File: config.mk
export PLATFORM = sky130hd
export DESIGN_NAME = min_max_waveform_decimator_core
export DESIGN_NICKNAME = d
export VERILOG_FILES = /design/src/rtl/mmwd_pkg.sv /design/src/rtl/mmwd_div.sv /design/src/rtl/mmwd_front.sv /design/src/rtl/mmwd_fifo.sv /design/src/rtl/mmwd_back.sv /design/src/rtl/min_max_waveform_decimator_core.sv
export VERILOG_INCLUDE_DIRS = /design/src /design/src/rtl
export SDC_FILE = /design/constraint.sdc
export NUM_CORES = 2
export LEC_CHECK = 0
export BUFFER_PORTS_ARGS = -buffer_cell sky130_fd_sc_hd__buf_4
export CORE_MARGIN = 1.5
export CORE_UTILIZATION = 46
export CTS_CLUSTER_SIZE = 20
export DETAILED_ROUTE_END_ITERATION = 10
export PLACE_DENSITY = 0.74
export SLEW_MARGIN = 20
export SYNTH_ARGS = -nofsm -noshare
export SYNTH_HDL_FRONTEND = slang
export SYNTH_SLANG_ARGS = --single-unit
export TNS_END_PERCENT = 20
File: constraint.sdc
create_clock -name clk_i -period 9.18 [get_ports clk_i]
set_input_delay 0.459 -clock clk_i [delete_from_list [all_inputs] [get_ports clk_i]]
set_output_delay 0.459 -clock clk_i [all_outputs]
set_load 0.03 [all_outputs]
File: src/rtl/assert_macros.svh
// Assertion macros shared by the RTL of the waveform decimator.
// No dependencies; included by files that carry concurrent checks.
`ifndef ASSERT_MACROS_SVH
`define ASSERT_MACROS_SVH

// Property must hold at every rising edge outside reset.
`define ASSERT_ALWAYS(label, clk, rst_n, prop, msg) \
  label: assert property (@(posedge clk) disable iff (!rst_n) (prop)) else $error(msg);

// Antecedent implies consequent in the same cycle, outside reset.
`define ASSERT_IMPLIES(label, clk, rst_n, ante, cons, msg) \
  label: assert property (@(posedge clk) disable iff (!rst_n) (ante) |-> (cons)) \
    else $error(msg);

`endif

File: src/rtl/mmwd_pkg.sv
// Package for the min/max waveform decimator: widths, reset values,
// register indexes and the point/job types passed between units.
`timescale 1ns / 1ps

package mmwd_pkg;

  localparam int SAMPLE_W = 16;
  localparam int COL_W    = 15;
  localparam int IDX_W    = 24;
  localparam int XOFF_W   = 14;
  localparam int HH_W     = 12;
  localparam int Y_W      = 13;
  localparam int CFG_W    = 24;
  localparam int SCALE_SH = 15;  // divide by full scale 32768
  localparam int PROD_W   = SAMPLE_W + HH_W + 1;
  localparam int MAX_PTS  = 3;
  localparam int QDEPTH   = 2;
  localparam int QPTR_W   = $clog2(QDEPTH);
  localparam int QCNT_W   = $clog2(QDEPTH + 1);
  localparam int DIV_CNT_W = $clog2(COL_W + 1);

  localparam logic [COL_W-1:0]  WIDTH_RST = COL_W'(1024);
  localparam logic [IDX_W-1:0]  COUNT_RST = IDX_W'(1024);
  localparam logic [XOFF_W-1:0] XOFF_RST  = '0;
  localparam logic [HH_W-1:0]   HH_RST    = HH_W'(128);
  // width / count and width % count for the reset register values
  localparam logic [COL_W-1:0]  QUO_RST   = COL_W'(1);
  localparam logic [IDX_W-1:0]  REM_RST   = '0;

  typedef enum logic [1:0] {
    CFG_DISPLAY_WIDTH = 2'd0,
    CFG_SAMPLE_COUNT  = 2'd1,
    CFG_X_OFFSET      = 2'd2,
    CFG_HALF_HEIGHT   = 2'd3
  } cfg_idx_e;

  // One display point before scaling; baseline points carry value zero.
  typedef struct packed {
    logic [COL_W-1:0]           col;
    logic signed [SAMPLE_W-1:0] val;
    logic                       last;
  } point_t;

  // All points caused by one item, in emission order.
  typedef struct packed {
    logic [1:0]               npts;
    point_t [MAX_PTS-1:0]     pts;
  } job_t;

  // Column step derived from the configuration.
  typedef struct packed {
    logic [COL_W-1:0] quo;
    logic [IDX_W-1:0] rem;
    logic             busy;
  } div_res_t;

endpackage

File: src/rtl/mmwd_div.sv
// Restoring divider: display_width / sample_count and remainder, one
// quotient bit per cycle. Depends on mmwd_pkg.
`timescale 1ns / 1ps

module mmwd_div import mmwd_pkg::*; (
  input  logic             clk_i,
  input  logic             rst_ni,
  input  logic             start_i,
  input  logic [COL_W-1:0] width_i,
  input  logic [IDX_W-1:0] n_i,
  output div_res_t         res_o
);

  logic [COL_W-1:0]     dvd_q, dvd_d;
  logic [IDX_W-1:0]     rem_q, rem_d;
  logic [DIV_CNT_W-1:0] cnt_q, cnt_d;
  logic                 busy_q, busy_d;
  logic [IDX_W:0]       trial, diff;
  logic                 ge;

  always_comb begin
    trial  = {rem_q, dvd_q[COL_W-1]};
    diff   = trial - {1'b0, n_i};
    ge     = trial >= {1'b0, n_i};
    dvd_d  = dvd_q;
    rem_d  = rem_q;
    cnt_d  = cnt_q;
    busy_d = busy_q;
    if (start_i) begin
      dvd_d  = width_i;
      rem_d  = '0;
      cnt_d  = DIV_CNT_W'(COL_W);
      busy_d = 1'b1;
    end else if (busy_q) begin
      dvd_d = {dvd_q[COL_W-2:0], ge};
      rem_d = ge ? diff[IDX_W-1:0] : trial[IDX_W-1:0];
      cnt_d = cnt_q - DIV_CNT_W'(1);
      if (cnt_q == DIV_CNT_W'(1)) begin
        busy_d = 1'b0;
      end
    end
  end

  always_ff @(posedge clk_i or negedge rst_ni) begin
    if (!rst_ni) begin
      dvd_q  <= QUO_RST;
      rem_q  <= REM_RST;
      cnt_q  <= '0;
      busy_q <= 1'b0;
    end else begin
      dvd_q  <= dvd_d;
      rem_q  <= rem_d;
      cnt_q  <= cnt_d;
      busy_q <= busy_d;
    end
  end

  assign res_o = '{quo: dvd_q, rem: rem_q, busy: busy_q};

endmodule

File: src/rtl/mmwd_front.sv
// Front end: takes samples, tracks column stepping and min/max, and turns
// each sample into a job of up to three points. Depends on mmwd_pkg.
`timescale 1ns / 1ps

module mmwd_front import mmwd_pkg::*; (
  input  logic                       clk_i,
  input  logic                       rst_ni,
  input  logic                       accept_i,
  input  logic signed [SAMPLE_W-1:0] sample_i,
  input  logic [COL_W-1:0]           width_i,
  input  logic [IDX_W-1:0]           n_i,
  input  div_res_t                   div_i,
  output logic                       push_o,
  output job_t                       job_o
);

  logic [IDX_W-1:0]           idx_q, idx_d;
  logic [COL_W-1:0]           col_now_q, col_now_d;
  logic [COL_W-1:0]           col_prev_q, col_prev_d;
  logic [IDX_W-1:0]           acc_q, acc_d;
  logic signed [SAMPLE_W-1:0] lo_q, lo_d, hi_q, hi_d;
  logic                       open_q, open_d;

  logic                       decim, close, rec_end;
  logic signed [SAMPLE_W-1:0] lo_u, hi_u;
  logic [IDX_W-1:0]           sum;
  logic [1:0]                 k;
  point_t [MAX_PTS-1:0]       pts;

  always_comb begin
    decim      = {{(IDX_W-COL_W){1'b0}}, width_i} < n_i;
    close      = col_now_q > col_prev_q;
    rec_end    = idx_q >= (n_i - IDX_W'(1));
    lo_u       = (!open_q || sample_i < lo_q) ? sample_i : lo_q;
    hi_u       = (!open_q || sample_i > hi_q) ? sample_i : hi_q;
    sum        = acc_q + div_i.rem;
    idx_d      = idx_q;
    col_now_d  = col_now_q;
    col_prev_d = col_prev_q;
    acc_d      = acc_q;
    lo_d       = lo_q;
    hi_d       = hi_q;
    open_d     = open_q;
    pts        = '0;
    k          = 2'd0;

    if (decim) begin
      lo_d   = lo_u;
      hi_d   = hi_u;
      open_d = 1'b1;
      if (close) begin
        if (lo_u > 0 && hi_u > 0) begin
          pts[k] = '{col: col_prev_q, val: hi_u, last: 1'b0};
          k      = k + 2'd1;
        end else if (lo_u < 0 && hi_u < 0) begin
          pts[k] = '{col: col_prev_q, val: lo_u, last: 1'b0};
          k      = k + 2'd1;
        end else begin
          pts[k] = '{col: col_prev_q, val: lo_u, last: 1'b0};
          k      = k + 2'd1;
          pts[k] = '{col: col_prev_q, val: hi_u, last: 1'b0};
          k      = k + 2'd1;
        end
        open_d     = 1'b0;
        lo_d       = '0;
        hi_d       = '0;
        col_prev_d = col_now_q;
      end
    end else begin
      pts[k]     = '{col: col_prev_q, val: sample_i, last: 1'b0};
      k          = k + 2'd1;
      col_prev_d = col_now_q;
    end

    if (rec_end) begin
      if (decim && open_d) begin
        pts[k] = '{col: col_prev_d, val: lo_d, last: 1'b0};
        k      = k + 2'd1;
        pts[k] = '{col: col_prev_d, val: hi_d, last: 1'b0};
        k      = k + 2'd1;
      end
      // baseline point: value zero scales to the baseline row
      pts[k]     = '{col: col_prev_d, val: '0, last: 1'b1};
      k          = k + 2'd1;
      idx_d      = '0;
      col_now_d  = '0;
      col_prev_d = '0;
      acc_d      = '0;
      lo_d       = '0;
      hi_d       = '0;
      open_d     = 1'b0;
    end else begin
      idx_d = idx_q + IDX_W'(1);
      if (sum >= n_i) begin
        acc_d     = sum - n_i;
        col_now_d = col_now_q + div_i.quo + COL_W'(1);
      end else begin
        acc_d     = sum;
        col_now_d = col_now_q + div_i.quo;
      end
    end
  end

  always_ff @(posedge clk_i or negedge rst_ni) begin
    if (!rst_ni) begin
      idx_q      <= '0;
      col_now_q  <= '0;
      col_prev_q <= '0;
      acc_q      <= '0;
      lo_q       <= '0;
      hi_q       <= '0;
      open_q     <= 1'b0;
    end else if (accept_i) begin
      idx_q      <= idx_d;
      col_now_q  <= col_now_d;
      col_prev_q <= col_prev_d;
      acc_q      <= acc_d;
      lo_q       <= lo_d;
      hi_q       <= hi_d;
      open_q     <= open_d;
    end
  end

  assign push_o = accept_i && (k != 2'd0);
  assign job_o  = '{npts: k, pts: pts};

endmodule

File: src/rtl/mmwd_fifo.sv
// Short job queue between front and back end. Depends on mmwd_pkg.
`timescale 1ns / 1ps

module mmwd_fifo import mmwd_pkg::*; (
  input  logic clk_i,
  input  logic rst_ni,
  input  logic push_i,
  input  job_t job_i,
  input  logic pop_i,
  output job_t head_o,
  output logic empty_o,
  output logic full_o
);

  job_t              mem_q [QDEPTH];
  logic [QPTR_W-1:0] wr_q, rd_q;
  logic [QCNT_W-1:0] cnt_q;

  function automatic logic [QPTR_W-1:0] nxt(input logic [QPTR_W-1:0] p);
    nxt = (p == QPTR_W'(QDEPTH - 1)) ? '0 : p + QPTR_W'(1);
  endfunction

  always_ff @(posedge clk_i) begin
    if (push_i) begin
      mem_q[wr_q] <= job_i;
    end
  end

  always_ff @(posedge clk_i or negedge rst_ni) begin
    if (!rst_ni) begin
      wr_q  <= '0;
      rd_q  <= '0;
      cnt_q <= '0;
    end else begin
      if (push_i) begin
        wr_q <= nxt(wr_q);
      end
      if (pop_i) begin
        rd_q <= nxt(rd_q);
      end
      if (push_i && !pop_i) begin
        cnt_q <= cnt_q + QCNT_W'(1);
      end else if (pop_i && !push_i) begin
        cnt_q <= cnt_q - QCNT_W'(1);
      end
    end
  end

  assign head_o  = mem_q[rd_q];
  assign empty_o = cnt_q == '0;
  assign full_o  = cnt_q == QCNT_W'(QDEPTH);

endmodule

File: src/rtl/mmwd_back.sv
// Back end: walks the points of each queued job, scales the value to a
// display row and holds the result in the output register. Depends on mmwd_pkg.
`timescale 1ns / 1ps

module mmwd_back import mmwd_pkg::*; (
  input  logic              clk_i,
  input  logic              rst_ni,
  input  job_t              head_i,
  input  logic              empty_i,
  output logic              pop_o,
  input  logic [XOFF_W-1:0] xoff_i,
  input  logic [HH_W-1:0]   hh_i,
  output logic              out_valid_o,
  input  logic              out_stall_i,
  output logic [COL_W-1:0]  out_x_pos_o,
  output logic [Y_W-1:0]    out_y_pos_o,
  output logic              out_last_point_o
);

  logic [1:0]               ptr_q;
  logic                     m_valid_q;
  logic signed [PROD_W-1:0] m_prod_q;
  logic [COL_W-1:0]         m_col_q;
  logic                     m_last_q;
  logic                     out_valid_q;
  logic [COL_W-1:0]         out_x_q;
  logic [Y_W-1:0]           out_y_q;
  logic                     out_last_q;

  logic                     out_free, m_free, issue;
  point_t                   cur;
  logic signed [PROD_W-1:0] prod;
  logic signed [Y_W:0]      q_row, y_full;

  always_comb begin
    out_free = !out_valid_q || !out_stall_i;
    m_free   = !m_valid_q || out_free;
    issue    = !empty_i && m_free;
    cur      = head_i.pts[ptr_q];
    pop_o    = issue && (ptr_q == head_i.npts - 2'd1);
    prod     = $signed(cur.val) * $signed({1'b0, hh_i});
    // floor division by full scale is an arithmetic shift
    q_row    = (Y_W + 1)'(m_prod_q >>> SCALE_SH);
    y_full   = $signed({2'b00, hh_i}) - q_row;
  end

  always_ff @(posedge clk_i or negedge rst_ni) begin
    if (!rst_ni) begin
      ptr_q       <= '0;
      m_valid_q   <= 1'b0;
      out_valid_q <= 1'b0;
    end else begin
      if (issue) begin
        ptr_q <= pop_o ? 2'd0 : ptr_q + 2'd1;
      end
      if (m_free) begin
        m_valid_q <= issue;
      end
      if (out_free) begin
        out_valid_q <= m_valid_q;
      end
    end
  end

  always_ff @(posedge clk_i) begin
    if (issue) begin
      m_prod_q <= prod;
      m_col_q  <= cur.col;
      m_last_q <= cur.last;
    end
    if (out_free && m_valid_q) begin
      out_x_q    <= m_col_q + {{(COL_W-XOFF_W){1'b0}}, xoff_i};
      out_y_q    <= y_full[Y_W-1:0];
      out_last_q <= m_last_q;
    end
  end

  assign out_valid_o      = out_valid_q;
  assign out_x_pos_o      = out_x_q;
  assign out_y_pos_o      = out_y_q;
  assign out_last_point_o = out_last_q;

endmodule

File: src/rtl/min_max_waveform_decimator_core.sv
// Min/max peak-detect waveform decimator: top level with config registers.
// Depends on mmwd_pkg, mmwd_div, mmwd_front, mmwd_fifo, mmwd_back, assert_macros.svh.
// Usage:
//  - Input channel: one signed 16-bit sample per item (in_valid_i/in_stall_o).
//  - Output channel: display points x_pos, y_pos, last_point
//    (out_valid_o/out_stall_i); zero to three points per sample.
//  - Config channel: cfg_index_i selects display_width, sample_count,
//    x_offset, half_height; written when cfg_valid_i and cfg_ready_o.
//  - Path: each point passes the job queue, product and output registers.
//  - Throughput: the back end emits one point per cycle while out_stall_i
//    is low, and a sample yields zero to three points; the two-entry job
//    queue smooths this. One-sample records at zero display width yield
//    three points per sample.
//  - A write to display_width or sample_count starts a restoring division
//    for the column step; in_stall_o and !cfg_ready_o hold from the
//    registered start until the divider is done.
//  - Reset: registers go to 1024/1024/0/128, the record restarts empty;
//    the column step for the reset values is preloaded, no stall.
//  - When the receiver stalls, the output point holds, the job queue
//    fills and in_stall_o rises once the queue is full.
`timescale 1ns / 1ps
`include "assert_macros.svh"

module min_max_waveform_decimator_core import mmwd_pkg::*; (
  input  logic                       clk_i,
  input  logic                       rst_ni,
  // sample input
  input  logic                       in_valid_i,
  output logic                       in_stall_o,
  input  logic signed [SAMPLE_W-1:0] in_sample_i,
  // point output
  output logic                       out_valid_o,
  input  logic                       out_stall_i,
  output logic [COL_W-1:0]           out_x_pos_o,
  output logic [Y_W-1:0]             out_y_pos_o,
  output logic                       out_last_point_o,
  // configuration writes
  input  logic                       cfg_valid_i,
  output logic                       cfg_ready_o,
  input  logic [1:0]                 cfg_index_i,
  input  logic [CFG_W-1:0]           cfg_data_i
);

  logic [COL_W-1:0]  width_q;
  logic [IDX_W-1:0]  count_q;
  logic [XOFF_W-1:0] xoff_q;
  logic [HH_W-1:0]   hh_q;
  logic              div_start_q;

  logic              cfg_we, accept, div_hold;
  logic [IDX_W-1:0]  n_eff;
  div_res_t          div_res;
  logic              push, pop, q_empty, q_full;
  job_t              push_job, head_job;

  // zero sample count behaves as a one-sample record
  assign n_eff    = (count_q == '0) ? IDX_W'(1) : count_q;
  assign div_hold = div_start_q || div_res.busy;
  assign cfg_ready_o = !div_hold;
  assign cfg_we   = cfg_valid_i && cfg_ready_o;
  assign in_stall_o = q_full || div_hold;
  assign accept   = in_valid_i && !in_stall_o;

  always_ff @(posedge clk_i or negedge rst_ni) begin
    if (!rst_ni) begin
      width_q     <= WIDTH_RST;
      count_q     <= COUNT_RST;
      xoff_q      <= XOFF_RST;
      hh_q        <= HH_RST;
      div_start_q <= 1'b0;
    end else begin
      div_start_q <= 1'b0;
      if (cfg_we) begin
        case (cfg_idx_e'(cfg_index_i))
          CFG_DISPLAY_WIDTH: begin
            width_q     <= cfg_data_i[COL_W-1:0];
            div_start_q <= 1'b1;
          end
          CFG_SAMPLE_COUNT: begin
            count_q     <= cfg_data_i[IDX_W-1:0];
            div_start_q <= 1'b1;
          end
          CFG_X_OFFSET: begin
            xoff_q <= cfg_data_i[XOFF_W-1:0];
          end
          CFG_HALF_HEIGHT: begin
            hh_q <= cfg_data_i[HH_W-1:0];
          end
          default: begin
          end
        endcase
      end
    end
  end

  mmwd_div u_div (
    .clk_i   (clk_i),
    .rst_ni  (rst_ni),
    .start_i (div_start_q),
    .width_i (width_q),
    .n_i     (n_eff),
    .res_o   (div_res)
  );

  mmwd_front u_front (
    .clk_i    (clk_i),
    .rst_ni   (rst_ni),
    .accept_i (accept),
    .sample_i (in_sample_i),
    .width_i  (width_q),
    .n_i      (n_eff),
    .div_i    (div_res),
    .push_o   (push),
    .job_o    (push_job)
  );

  mmwd_fifo u_fifo (
    .clk_i   (clk_i),
    .rst_ni  (rst_ni),
    .push_i  (push),
    .job_i   (push_job),
    .pop_i   (pop),
    .head_o  (head_job),
    .empty_o (q_empty),
    .full_o  (q_full)
  );

  mmwd_back u_back (
    .clk_i            (clk_i),
    .rst_ni           (rst_ni),
    .head_i           (head_job),
    .empty_i          (q_empty),
    .pop_o            (pop),
    .xoff_i           (xoff_q),
    .hh_i             (hh_q),
    .out_valid_o      (out_valid_o),
    .out_stall_i      (out_stall_i),
    .out_x_pos_o      (out_x_pos_o),
    .out_y_pos_o      (out_y_pos_o),
    .out_last_point_o (out_last_point_o)
  );

  // closing point of a record always sits on the baseline row
  `ASSERT_IMPLIES(a_last_on_baseline, clk_i, rst_ni, (out_valid_o && out_last_point_o), (out_y_pos_o == {1'b0, hh_q}), "last point off baseline")
  // column step remainder stays below the divisor once division is done
  `ASSERT_IMPLIES(a_div_rem_range, clk_i, rst_ni, !div_hold, (div_res.rem < n_eff), "column step remainder out of range")
  // quotient and remainder reproduce the display width
  `ASSERT_IMPLIES(a_div_exact, clk_i, rst_ni, !div_hold, (({24'd0, div_res.quo} * {15'd0, n_eff}) + {15'd0, div_res.rem} == {24'd0, width_q}), "column step division wrong")

endmodule
=== After elaboration in Yosys (flattened, before gate mapping) ===
Memories as Yosys holds them, arrays and structs flattened.
Cells that the tools add are included.

* Register bits after elaboration: 302
* Bits in writable memories: 196
* Input port bits: 47
* Output and inout bits: 32
* Logic and storage cells: 179
* Memories: 1

* Add/sub/neg operators: 19
* $mul: 1
* $lt $le $gt $ge: 18
* Equality and inequality tests: 6
* Mux-type cells: 66
* Reduce and logical (&&, ||, !) cells: 40

{| class="wikitable"
|+ Memories
! memory !! words !! bits a word !! rd ports !! clocked after memory_dff !! wr ports !! RTL line !! source
|-
| u_fifo.mem_q || 2 || 98 || 1 || 0 || 1 || mmwd_fifo.sv:15 || <nowiki>job_t mem_q [QDEPTH];</nowiki>
|}

{| class="wikitable"
|+ Operators with widths
! cell !! count
|-
| $bwmux W96 || 3
|-
| $mux W96 || 3
|-
| $mux W32 || 8
|-
| $demux W32 S2 || 3
|-
| $mux W24 || 7
|-
| $mux W16 || 8
|-
| $mux W15 || 7
|-
| $bmux W32 S2 || 1
|-
| $mux W64 || 1
|-
| $ge A24 B24 Y1 || 2
|-
| $sub A24 B24 Y24 || 2
|-
| $gt A16 B1 Y1 const B || 2
|-
| $lt A16 B1 Y1 const B || 2
|-
| $mul A16 B13 Y28 || 1
|-
| $ge A25 B24 Y1 || 1
|-
| $add A24 B1 Y24 const B || 1
|-
| $add A24 B24 Y24 || 1
|-
| $logic_not A24 Y1 || 1
|-
| $lt A15 B24 Y1 || 1
|-
| $sub A24 B1 Y24 const B || 1
|-
| $mux W2 || 10
|-
| $mux W17 || 1
|-
| $gt A16 B16 Y1 || 1
|-
| $lt A16 B16 Y1 || 1
|-
| 24 further kinds || 81
|}

=== Depth between registers and ports, before layout ===
* Word-level depth: 21
* Mapped depth: 29
* Depth with buffers taken out: 25

=== Cells and area by module ===
From an unflattened synthesis, not the netlist that was laid out.

* Cell total of the unflattened synthesis: 3578
* Area total of the unflattened synthesis: 36591.3 um2

{| class="wikitable"
|+ By module, submodules not included
! module !! instances !! cells an instance !! area each (um2) !! sequential area each (um2)
|-
| mmwd_front || 1 || 1526 || 12385.6 || 2777.7
|-
| mmwd_back || 1 || 1134 || 10672.7 || 1841.8
|-
| mmwd_fifo || 1 || 321 || 7287.0 || 5985.7
|-
| mmwd_div || 1 || 418 || 3570.9 || 1102.3
|-
| min_max_waveform_decimator_core || 1 || 179 || 2675.1 || 1655.3
|}

=== Worst setup path after synthesis ===
Ideal clock, no wire load.

* Path type: register to register
* Start: reg count_q[5]
* End: mem u_fifo.mem_q[0][0] in the netlist's numbering, enable pin
* Setup time: 0.556 ns
* Arrival time: 8.012 ns
* Data required time: 8.624 ns
* Path slack: 0.612 ns
* Stages on the path, launching flop included: 19
* Buffers on the path: 0
* Period minus slack after synthesis: 8.568 ns
* Cells stage by stage: dfrtp_1 -> or4_4 -> nor4b_4 -> a41oi_2 -> ha_1 -> nand3_1 -> nor3_1 -> xnor2_1 -> ha_1 -> and3_1 -> a221oi_1 -> o21ai_0 -> or4_1 -> a21oi_1 -> o21a_1 -> nor2_1 -> nand2_1 -> o21bai_1 -> nor2_1

* Word-level cells in the longest chain between the ends: 14
* Elaborated cells between the ends (all ways): 18
* Classes of those cells: add/sub (4); order compare (2); mux (8); reduce/logical (4)

{| class="wikitable"
|+ RTL lines
! element !! RTL line !! source
|-
| start: declaration || min_max_waveform_decimator_core.sv:45 || <nowiki>logic [IDX_W-1:0] count_q;</nowiki>
|-
| start signal: assignment || min_max_waveform_decimator_core.sv:80 || <nowiki>count_q <= cfg_data_i[IDX_W-1:0];</nowiki>
|-
| $logic_not A24 Y1 || min_max_waveform_decimator_core.sv:57 || <nowiki>assign n_eff = (count_q == '0) ? IDX_W'(1) : count_q;</nowiki>
|-
| $mux W24 (*) || min_max_waveform_decimator_core.sv:57 ||
|-
| $lt A15 B24 Y1 || mmwd_front.sv:31 || <nowiki>decim = {{(IDX_W-COL_W){1'b0}}, width_i} < n_i;</nowiki>
|-
| $mux W2 || mmwd_front.sv:47 || <nowiki>if (decim) begin</nowiki>
|-
| $add A2 B1 Y2 || mmwd_front.sv:78 || <nowiki>k = k + 2'd1;</nowiki>
|-
| $add A2 B1 Y2 || mmwd_front.sv:80 || <nowiki>k = k + 2'd1;</nowiki>
|-
| $mux W2 || mmwd_front.sv:76 || <nowiki>if (decim && open_d) begin</nowiki>
|-
| $mux W2 || mmwd_front.sv:75 || <nowiki>if (rec_end) begin</nowiki>
|-
| $add A2 B1 Y2 || mmwd_front.sv:84 || <nowiki>k = k + 2'd1;</nowiki>
|-
| $mux W2 (*) || mmwd_front.sv:75 ||
|-
| $reduce_bool A2 Y1 (*) || mmwd_front.sv:124 || <nowiki>assign push_o = accept_i && (k != 2'd0);</nowiki>
|-
| $logic_and A1 B1 Y1 (*) || mmwd_front.sv:124 ||
|-
| $mux W1 (*) || mmwd_fifo.sv:24 || <nowiki>if (push_i) begin</nowiki>
|-
| $mux W1 (implied by the code) (*) || mmwd_fifo.sv:25 || <nowiki>mem_q[wr_q] <= job_i;</nowiki>
|-
| end: declaration || mmwd_fifo.sv:15 ||
|}

Mark *: on every way between the ends. The rest lies on a longest branch, timed or not. The select of a mux whose other input is x is not followed.

=== Worst setup path in the final report ===
* Start: reg u_back.ptr_q[1]
* End: reg u_back.m_prod_q[26] (data pin)

* Word-level cells in the longest chain between the ends: 3

{| class="wikitable"
|+ RTL lines
! element !! RTL line !! source
|-
| start: declaration || mmwd_back.sv:20 || <nowiki>logic [1:0] ptr_q;</nowiki>
|-
| start signal: assignment || mmwd_back.sv:54 || <nowiki>ptr_q <= pop_o ? 2'd0 : ptr_q + 2'd1;</nowiki>
|-
| $bmux W32 S2 || mmwd_back.sv:39 || <nowiki>cur = head_i.pts[ptr_q];</nowiki>
|-
| $mux W32 (implied by the code) || mmwd_back.sv:39 ||
|-
| $mul A16 B13 Y28 || mmwd_back.sv:41 || <nowiki>prod = $signed(cur.val) * $signed({1'b0, hh_i});</nowiki>
|-
| via u_back.prod[26] || mmwd_back.sv:32 || <nowiki>logic signed [PROD_W-1:0] prod;</nowiki>
|-
| end signal: assignment || mmwd_back.sv:67 || <nowiki>m_prod_q <= prod;</nowiki>
|-
| end: declaration || mmwd_back.sv:22 || <nowiki>logic signed [PROD_W-1:0] m_prod_q;</nowiki>
|}

The timed path passes the listed nets, and every way through them passes these cells. The select of a mux whose other input is x is not followed.
A chain may end at the register's enable or synchronous reset.

==> impl_results.md <==
* CTS tree: done
* Setup Buffers After CTS at 0
* Setup TNS at 0 ns
* Die area at 0.07663 sq mm
* Sequential fraction of the synthesis area at 38.75%
* Ratio of cells with drive above 1 in the final layout at 9.976%
* Pin count of the biggest net entering global routing at 103
* Final setup fails at 0
* Register area at 0.01337 sq mm
* Max incr delay on CP at 0.83 ns
* Remaining Overflow, GRT at 0
* Met2 wire length at 37520 microns
* Port Buffers at 78
* Initial drt markers at 2351
* Worst-Margin Slew at 1.162 ns
* H-tree depth at 2
* DR vias/cell at 5.670
* Core footprint at 0.07432 sq mm
* Worst-path clk slew at 0.06 ns
* Crit-path cells: nand2b_1 > nor2_1 > a21oi_1 > nand2b_1 > fa_1 > inv_1 > fa_1 > fa_1 > inv_1 > fa_1 > inv_1 > fa_1 > ha_1 > nand3_1 > nor2_1 > nand2_1 > o41ai_1 > o211ai_1 > a31oi_1 > a41oi_1 > nand2b_1 > a21oi_1 > xnor2_1
* Vias in the first global route at 24620
* Die X at 276.8 microns
* Clock Skews at 0.04218 ns
* CP Data Required Time at 9.52 ns
* Pre-CTS setup slack at 1.700 ns
* Wire length on met1 at 39330 microns
* Post-synth EDFFs at 254
* Cells after Synth at 3267
* Most frequent cells in the layout: inv_1 (339), nand2_1 (286), ha_1 (264)
* Commonest non-fill, non-tap cell in the layout: inv_1
* Highest routed layer: met4
* Warnings, synthesis at 0
* Worst Hold Class: in -> reg
* Synth Cell Area at 0.03449 sq mm
* RSZ-0062 raised after global routing: false
* Most used DFF post-synth: edfxtp_1
* First-pass detailed-route iteration total at 5
* DRT antenna net count at 0
* Final worst setup slack at 1.661 ns
* Routed WL per cell at 19.71 microns
* Critical Path Sink Type: flop
* Fin crit share at 81.91%
* Hold Slack at 0.05825 ns
* Period minus WS final at 7.519 ns
* Total GRT Usage at 22.64%
* Worst Path Class, Setup: reg -> reg
* Die Height at 276.8 microns
* CTS buffer count at 50
* FP Rows at 100
* Initial antenna violation count at 0
* Post-layout util at 51.11%
* Final net count at 3847
* GPL Wtd Cong at 0.8991
* Fillers at 6556
* Post-DP HPWL at 63380 microns
* CP most frequent cell: fa_1
* P&R area growth vs syn at 10.14%
* Bufs on Longest Clock Path at 3
* Clock latency on the worst-skew pair at 0.62 ns
* Highest clock rate at 133.0 MHz
* Synthesized area per cell at 10.56 sq um
* Wire length on met3 at 6425 microns
* Final Slew Violations at 0
* CP delay by family, top: adder cells
* Clock sinks at 483
* CTS hold repair buffers at 1
* # diodes at 0
* Crit path buffers/inverters at 3
* Setup crit start kind: flop
* Resize count post-CTS at 0
* Async S/R FF share, synth at 47.41%
* Crit Path Max Fanout at 30
* Initial Utilization at 46.40%
* CP arrival at 7.86 ns
* Number of synthesized register bits at 483
* Total Wirelength at 86090 microns
* Worst path slowest cell: a21oi_1
* Final hold vios at 0
* Footprint of the multi-input gates at 0.01956 sq mm
* Root buffer cell: clkbuf_16
* First-pass GRT wire length at 137900 microns
* Slew margin rel. at 22.24%
* Outcome: completed
* Drc violations at 0
* Max_cap viols at 0
* Distinct cells, synth at 92
* Number of top-level pins at 79
* Via Count at 24760
[sequential cells by signal (all words and copies together), names as in the netlist, 2 cells and up]
signal              cells
u_fifo.mem_q          196
count_q                24
u_div.rem_q            24
u_front.acc_q          24
u_front.idx_q          24
u_front.hi_q           16
u_front.lo_q           16
u_back.m_col_q         15
u_back.out_x_pos_o     15
u_div.dvd_q            15
u_front.col_now_q      15
u_front.col_prev_q     15
width_q                15
xoff_q                 14
u_back.m_prod_q        13
u_back.out_y_pos_o     13
hh_q                   12
u_div.cnt_q             4
u_back.ptr_q            2
u_fifo.cnt_q            2
[path summary, 6_finish.rpt]
kind | start | endpoint | slack, ns | cells past startpoint
max | u_back.ptr_q[1] | u_back.m_prod_q[26] | 1.66 | 23
min | cfg_index_i[1] | div_start_q | 0.06 | 2
max reg2reg | u_back.ptr_q[1] | u_back.m_prod_q[26] | 1.66 | 23
min reg2reg | u_back.m_last_q | u_back.out_last_point_o | 0.43 | 0
max in group asynchronous | rst_ni | u_front.hi_q[12] | 7.26 | 3
min in group asynchronous | rst_ni | u_front.acc_q[20] | 0.49 | 2
[routing by layer]
layer / up-vias / track usage, %
met5: - / 0
met4: 0 / 7.791
met3: 147 / 4.328
met2: 852 / 34.11
met1: 12160 / 32.70
li1: 11610 / -
[cells in the mapped netlist, drive strengths merged (52+ instances only)]
library cell	instances	area, sq um
a21o	53	399.1
a21oi	147	769.5
a22o	52	455.4
and2	82	513.0
clkbuf	78	292.8
dfrtp	225	5630
edfxtp	254	7627
fa	180	3603
ha	264	3303
inv	340	1276
mux2	65	732.0
mux2i	95	950.9
nand2	289	1085
nor2	184	693.2
nor2b	75	476.7
o21ai	188	967.2
xnor2	110	963.4
xor2	52	455.4
[cells by family (layout without fill, tap and decap cells)]
family                   count (synthesis)  after routing  synth area share, %
XOR/XNOR                               162            162                4.114
multiplexers                           190            190                6.839
other                                    1             32              0.01087
AO/OA/AOI/OAI                          655            655                12.60
adder cells (fa/ha/maj)                444            444                20.03
AND/OR/NAND/NOR                        880            880                12.60
buffers and inverters                  452            552                5.068
flip-flops                             483            483                38.75
[layout make-up]
cell class | count | area share (%)
multi-input combinational | 2363 | 51.50
sequential | 483 | 35.19
clock buffer | 64 | 3.459
inverter | 340 | 3.360
tap | 969 | 3.192
timing repair buffer | 118 | 2.391
clock inverter | 30 | 0.9025
[per-stage QoR]
stage | area (sq um) | std cells
5_1_grt | 37990 | 4367
3_5_place_dp | 36300 | 4272
4_1_cts | 37970 | 4367
6_report | 37990 | 4367
3_3_place_gp | 36300 | 4272
2_1_floorplan | 34600 | 3298
Power is not shown: default switching activity piles up to over one toggle a cycle in this logic, so the estimate is an artifact.
